<file path="src/sv/printf_integer_formatter_defines.svh">
// assertion macros for the integer formatter
// no dependencies
`ifndef PRINTF_INTEGER_FORMATTER_DEFINES_SVH
`define PRINTF_INTEGER_FORMATTER_DEFINES_SVH
// assert that a condition implies a consequence on the same edge
`define PIF_ASSERT_IMP(lbl, ante, cons) \
  lbl: assert property (@(posedge clk_i) disable iff (!rst_ni) (ante) |-> (cons)) \
    else $error("%m: check failed");
// assert that a condition implies a consequence on the next edge
`define PIF_ASSERT_NXT(lbl, ante, cons) \
  lbl: assert property (@(posedge clk_i) disable iff (!rst_ni) (ante) |=> (cons)) \
    else $error("%m: check failed");
`endif

</file>
<file path="src/sv/pif_pkg.sv">
// package for the integer formatter: word types, codes and digit_char
// no dependencies
`timescale 1ns / 1ps
package pif_pkg;

  typedef enum logic [2:0] {
    KIND_SDEC = 3'd0,
    KIND_UDEC = 3'd1,
    KIND_OCT  = 3'd2,
    KIND_HEXL = 3'd3,
    KIND_HEXU = 3'd4
  } kind_e;

  typedef enum logic [2:0] {
    SIZE_CHAR  = 3'd0,
    SIZE_SHORT = 3'd1,
    SIZE_INT   = 3'd2,
    SIZE_LONG  = 3'd3,
    SIZE_LLONG = 3'd4
  } size_e;

  localparam int unsigned DigW = 5;  // up to 22 octal digits
  localparam logic [6:0] ChSpace = 7'h20;
  localparam logic [6:0] ChZero  = 7'h30;
  localparam logic [6:0] ChMinus = 7'h2d;
  localparam logic [6:0] ChPlus  = 7'h2b;

  typedef struct packed {
    logic [63:0] raw_value;
    logic [2:0]  conv_kind;
    logic [2:0]  size_class;
    logic        width_given;
    logic [6:0]  field_width;
    logic        precision_given;
    logic [5:0]  precision;
    logic        left_justify;
    logic        zero_pad;
    logic        force_plus;
    logic        space_sign;
    logic        alt_form;
  } in_word_t;

  typedef struct packed {
    logic [6:0] char_out;
    logic       is_last;
  } out_word_t;

  // commands from controller to datapath
  typedef struct packed {
    logic load;
    logic step;
    logic emit;
  } dp_cmd_t;

  // status from datapath to controller
  typedef struct packed {
    logic mag_zero;
    logic bad_kind;
    logic last_char;
    logic empty;
  } dp_sts_t;

  function automatic logic [6:0] digit_char(input logic [3:0] d, input logic upper);
    logic [6:0] c;
    if (d < 4'd10) c = ChZero + {3'd0, d};
    else if (upper) c = 7'h37 + {3'd0, d};
    else c = 7'h57 + {3'd0, d};
    return c;
  endfunction

endpackage

</file>
<file path="src/sv/pif_ctrl.sv">
// controller for the integer formatter: load, digit extraction, emission
// depends on pif_pkg
`timescale 1ns / 1ps
module pif_ctrl (
  input  logic             clk_i,
  input  logic             rst_ni,
  input  logic             start_i,
  input  pif_pkg::dp_sts_t sts_i,
  output pif_pkg::dp_cmd_t cmd_o,
  output logic             busy_o
);

  typedef enum logic [1:0] {
    ST_IDLE,
    ST_DIV,
    ST_CHECK,
    ST_EMIT
  } state_e;

  state_e state_q;

  always_ff @(posedge clk_i or negedge rst_ni) begin
    if (!rst_ni) begin
      state_q <= ST_IDLE;
    end else begin
      unique case (state_q)
        ST_IDLE: if (start_i) state_q <= ST_DIV;
        ST_DIV: if (sts_i.bad_kind) state_q <= ST_IDLE;
          else if (sts_i.mag_zero) state_q <= ST_CHECK;
        ST_CHECK: if (sts_i.empty) state_q <= ST_IDLE;
          else state_q <= ST_EMIT;
        ST_EMIT: if (sts_i.last_char) state_q <= ST_IDLE;
        default: state_q <= ST_IDLE;
      endcase
    end
  end

  always_comb begin
    cmd_o.load = (state_q == ST_IDLE) && start_i;
    cmd_o.step = (state_q == ST_DIV) && !sts_i.mag_zero;
    cmd_o.emit = (state_q == ST_EMIT);
  end

  assign busy_o = (state_q != ST_IDLE);

endmodule

</file>
<file path="config.mk">
export PLATFORM = sky130hd
export DESIGN_NAME = pif_ctrl
export DESIGN_NICKNAME = d
export VERILOG_FILES = /design/src/sv/printf_integer_formatter_defines.svh /design/src/sv/pif_pkg.sv /design/src/sv/pif_ctrl.sv
export SDC_FILE = /design/constraint.sdc
export NUM_CORES = 1
export LEC_CHECK = 0
export BUFFER_PORTS_ARGS = -buffer_cell sky130_fd_sc_hd__buf_2
export CAP_MARGIN = 15
export CORE_AREA = 3 3 40 42
export DETAILED_ROUTE_END_ITERATION = 10
export DIE_AREA = 0 0 43 45
export PLACE_DENSITY = 0.42
export SLEW_MARGIN = 20
export SYNTH_ARGS = -nofsm -noshare
export SYNTH_HDL_FRONTEND = slang
export SYNTH_SLANG_ARGS = --single-unit
</file>
<file path="constraint.sdc">
create_clock -name clk_i -period 3.2 [get_ports clk_i]
set_input_delay 0.64 -clock clk_i [delete_from_list [all_inputs] [get_ports clk_i]]
set_output_delay 0.64 -clock clk_i [all_outputs]
set_load 0.01 [all_outputs]
</file>
==> results of run 1 <==
==> cell type report <==
cell class              count  area, sq um
flip-flops and latches      2         50.0
inverters                   3         11.3
clock buffers               3         22.5
fillers                   144         1050
multi-input cells           9         82.6
well taps                  15         18.8
repair buffers             10         50.0
==> stage by stage <==
step / setup slack (ps) / total power (uW) / instances / instance area [sq um]
final: 1390 / 154 / 42 / 235
after global routing: 1300 / 171 / 42 / 235
after CTS: 1360 / 158 / 42 / 235
after detailed placement: 1500 / 101 / 39 / 213
after global placement: 1500 / 101 / 39 / 213
after floorplan: 1610 / 78.5 / 14 / 144
==> kinds of logic after synthesis <==
| kind of cell | count (synthesis) |
|---|---|
| and+or+nand+nor | 6 |
| buffers and inverters | 3 |
| muxes | 2 |
| DFF | 2 |
| AOI/OAI and AO/OA | 1 |
==> critical path: stages (launching register included) <==
cell and delay, ps:
dfrtp_1 430, or2_2 320, nor2_1 80, buf_2 130
==> power groups by stage <==
stage	clock [uW]	sequential, uW	combinational (uW)
2_1_floorplan	0	42.3	36.2
6_report	54.4	45.9	53.9
3_3_place_gp	0	46.4	54.6
3_5_place_dp	0	46.6	54.7
4_1_cts	57.3	46.2	54.9
5_1_grt	63.1	48.1	59.4
==> per-layer routing <==
metal  vias up  global-route usage  share of wire
li1         73                   -              -
met4         0              0.0723              0
met5         -                   0              0
met2        10              0.0449           0.36
met1        56              0.0531           0.51
met3         0              0.0120           0.12
==> cells in the mapped netlist <==
cell,number
nor2_1,2
inv_1,3
or2_2,1
mux4_2,1
and2_2,1
a21o_2,1
nor3b_1,1
and4bb_2,1
dfrtp_1,2
mux2i_1,1
==> how the worst max path moves through the flow <==
stage | start | endpoint | slack, ps | cells past startpoint
2_1_floorplan | sts_i[3] | cmd_o[1] | 1610 | 1
3_3_place_gp | sts_i[3] | cmd_o[1] | 1500 | 3
3_5_place_dp | sts_i[3] | cmd_o[1] | 1500 | 3
4_1_cts | state_q[1]$_DFFE_PN0P_ | cmd_o[2] | 1360 | 3
5_1_grt | state_q[1]$_DFFE_PN0P_ | cmd_o[2] | 1300 | 3
6_report | state_q[1]$_DFFE_PN0P_ | cmd_o[2] | 1390 | 3
==> results.yml, run 1 <==
worst_setup_path:
  reg2reg_depth: 1
  crit_required_ps: 2560
  start_kind: "flip-flop"
  crit_path_end_kind: "output pin"
  critical_path_class: "flip-flop to output pin"
  reg2reg_slack_ps: 2120
  cp.arrival_ps: 1170
  r2r_start: "state_q[1]$_DFFE_PN0P_"
  crit_fanout: 6
  r2r-end: "state_q[0]$_DFFE_PN0P_"
timing:
  drv_slew: 0
  hold_violations: 0
  relSlewSlack: 0.869
  max_freq_mhz: 551
  fin_setup_tns_ps: 0
  min_period_ps: 1810
  whs_ps: 199
  final.setup_skew_ps: 0.133
  finalSetupViolCount: 0
  tightest_slew_ps: 197
  rsz0062_at_grt: "no"
  fin_crit_sh: 0.567
detailed_routing:
  ant_nets: 0
  drt_pass1_iterations: 2
  drc_errors: 0
  wl_per_cell_um: 7.79
  viasPerCell: 3.31
  initialDrtViolationCount: 2
  vias: 139
  finalWirelength_um: 327
placement:
  io_buffers: 10
  gp_congestion: 0.565
flow_run:
  maxCapViolCount: 0
synth:
  ys_types: 10
  synthTopCellsByArea: "dfrtp_1, mux4_2, and4bb_2"
  synth_mux_area_frac: 0.226
  yosys_warnings: 0
  synth_fp_nets: 21
  synthAdderAreaFrac: 0
  synth_xor_area_frac: 0
  yosys_register_bits: 2
  synth-compound-area-share: 0.0609
  syn_area_sq_um: 144
  yosys.area_share.simple: 0.287
  synth_top_cell_by_area: "dfrtp_1"
  avgSynthCellArea_sq_um: 10.3
  synth_top_family_by_area: "simple AND/OR/NAND/NOR gates"
  ys_seq_area_frac: 0.348
  netlist.area_leader.share: 0.348
  synth_cells: 14
final_layout:
  final_cell_mix: "buf_2, inv_1, clkbuf_4"
  largest_reg_flops: 2
  layout_commonest_cell: "buf_2"
  fin_nets: 36
  area_growth_syn_to_layout_pct: 63.5
  postLayoutCoreUtil: 0.183
  num_antenna_cells: 0
  top_register: "state_q"
  largestRegisters: "state_q x2"
  drive_gt1_frac: 0.667
floorplan:
  die_y_um: 45
  dieArea_sq_mm: 0.00194
  io_pins: 11
  rows: 13
  initial_core_util: 0.112
  coreArea_sq_mm: 0.00128
  die_w_um: 43
global_routing:
  grt_usage: 0.0433
  grt_pass1_vias: 139
  grt_antenna_before_repair: 0
  grt_pass1_wl_um: 517
  gr-total-overflow: 0
  grt_max_degree: 7
cts:
  clkTransAtPathRegs_ps: 30
  cts_max_level: 1
  insertion_delay_ps: 220
  cts_buffer_depth: 2
  clock-sinks: 2
  ctsHoldBuffers: 0
  cts_tree: "built"
  clock-root-buffer: "clkbuf_4"
  numCtsBuffers: 3
  cts_resized: 0
  post_cts_buffers: 0
worst_hold_path:
  min_path_type: "input port to asynchronous set/reset pin"
pwr:
  vdd_drop_max_v: 0.000129
  pwr-share-clk: 0.353
  share_comb_of_total_power: 0.350
  powerDensity_mw_per_mm2: 656
  p_leak_uw: 0.000133
  swShare: 0.302
  internal_power_uw: 108
  p_sw_uw: 46.6
  sequentialPowerShare: 0.297
outcome:
  status: "completed"
Power figures use the tool's default switching activity.
==> inputs of run 2 (changes only) <==
--- a/config.mk
+++ b/config.mk
@@ -10,7 +10,7 @@
 export CORE_AREA = 3 3 40 42
 export DETAILED_ROUTE_END_ITERATION = 10
 export DIE_AREA = 0 0 43 45
-export PLACE_DENSITY = 0.42
+export PLACE_DENSITY = 0.43
 export SLEW_MARGIN = 20
 export SYNTH_ARGS = -nofsm -noshare
 export SYNTH_HDL_FRONTEND = slang
==> constraint.sdc (replaced) <==
create_clock -name clk_i -period 1.59 [get_ports clk_i]
set_input_delay 0.318 -clock clk_i [delete_from_list [all_inputs] [get_ports clk_i]]
set_output_delay 0.318 -clock clk_i [all_outputs]
set_load 0.01 [all_outputs]
==> run 2 against run 1 <==
Effect of this change:
- die area did not move
- sequential cell count unchanged
- non-clock buffer count increased by 1
- clock skew hardly changed
- clock power grew 110%
- combinational power up 110%
- first-iteration DRC count fell by 50%
- register-to-register slack lost 1600 ps
- wire length rose by 17%
- cell count is 2.4% higher
- hold slack better by 210 ps
==> results.yml, run 2 (synthesized netlist as in run 1, its figures left out) <==
pwr:
  powerDensity_mw_per_mm2: 1290
  p_total_uw: 316
  vdd_drop_max_v: 0.000386
  p_leak_uw: 0.000137
final_layout:
  layout_commonest_cell: "buf_2"
  final_cell_mix: "buf_2, inv_1, clkbuf_4"
  largest_reg_flops: 2
  num_antenna_cells: 0
  drive_gt1_frac: 0.643
  top_register: "state_q"
  fin_nets: 37
  area_growth_syn_to_layout_pct: 70.4
  fin_cells: 43
  largestRegisters: "state_q x2"
global_routing:
  met1_usage: 0.0487
  grt-busiest-layer: "met4"
  grt_usage: 0.0493
  gr-total-overflow: 0
  grt_max_degree: 7
  grt_antenna_before_repair: 0
  met2_usage: 0.0479
  grt_pass1_vias: 131
  grt_pass1_wl_um: 538
  grtUsageMet3: 0.0319
timing:
  finalSetupViolCount: 0
  fin_setup_tns_ps: 0
  relSlewSlack: 0.872
  min_period_ps: 1510
  tightest_slew_ps: 192
  drv_slew: 0
  fin_crit_sh: 0.950
  final.setup_skew_ps: 0.559
  max_freq_mhz: 662
  rsz0062_at_grt: "no"
  hold_violations: 0
detailed_routing:
  finalWirelength_um: 384
  drt_pass1_iterations: 2
  initialDrtViolationCount: 1
  vias: 141
  drc_errors: 0
  viasPerCell: 3.28
  ant_nets: 0
  wl_per_cell_um: 8.93
floorplan:
  coreArea_sq_mm: 0.00128
  die_y_um: 45
  io_pins: 11
  dieArea_sq_mm: 0.00194
  die_w_um: 43
  rows: 13
  initial_core_util: 0.112
cts:
  cts_resized: 0
  cts_max_level: 1
  numCtsBuffers: 3
  insertion_delay_ps: 220
  clock-root-buffer: "clkbuf_4"
  post_cts_buffers: 0
  cts_tree: "built"
  clock-sinks: 2
  cts_buffer_depth: 2
  clkTransAtPathRegs_ps: 30
  ctsHoldBuffers: 1
worst_setup_path:
  reg2reg_depth: 1
  start_kind: "flip-flop"
  crit_fanout: 6
  crit_path_end_kind: "output pin"
  crit_required_ps: 1270
  cp.arrival_ps: 1190
  reg2reg_slack_ps: 520
  critical_path_class: "flip-flop to output pin"
flow_run:
  maxCapViolCount: 0
outcome:
  status: "completed"
placement:
  placed_cells: 39
  gp_congestion: 0.659
  io_buffers: 10
worst_hold_path:
  min_path_type: "input port to asynchronous set/reset pin"
[run 2: final timing paths]
kind	from	end
hold reg to reg	state_q[1]$_DFFE_PN0P_	state_q[1]$_DFFE_PN0P_
min in group clk_i	start_i	state_q[0]$_DFFE_PN0P_
setup reg to reg	state_q[1]$_DFFE_PN0P_	state_q[0]$_DFFE_PN0P_
setup / recovery	state_q[1]$_DFFE_PN0P_	cmd_o[2]
hold / removal	rst_ni	state_q[1]$_DFFE_PN0P_
max in group asynchronous	rst_ni	state_q[0]$_DFFE_PN0P_
[run 2: power by group]
part           switching [uW]  internal [uW]  total [uW]  leakage, uW
Combinational            43.1           68.4         111    0.0000982
Sequential               24.8           66.7        91.6    0.0000254
Clock                    29.7           83.3         113    0.0000138
[run 2: through the flow]
step / worst slack, ps / area [sq um] / util / hold WS (ps)
5_1_grt: 10.1 / 245 / 0.191 / 406
3_5_place_dp: 306 / 213 / 0.166 / 106
6_report: 80.2 / 245 / 0.191 / 412
4_1_cts: 56.4 / 245 / 0.191 / 400
3_3_place_gp: 313 / 213 / 0.166 / 107
2_1_floorplan: 349 / 144 / - / 22.4
[run 2: worst max-delay path, stage by stage, from the launching register on]
cell     delay (ps)
dfrtp_1         430
or2_2           320
nor2_1           90
buf_2           130
[run 2: area by class of cell]
class,instances,area [sq um]
Fill cell,141,1040
Multi-Input combinational cell,9,82.6
Timing Repair Buffer,11,60.1
Sequential cell,2,50.0
Clock buffer,3,22.5
Tap cell,15,18.8
Inverter,3,11.3
[run 2: layer usage]
layer  part of all wire  wire length [um]
met5                  0                 0
met4              0.039                15
met3               0.18                70
met2               0.27               104
met1               0.50               193
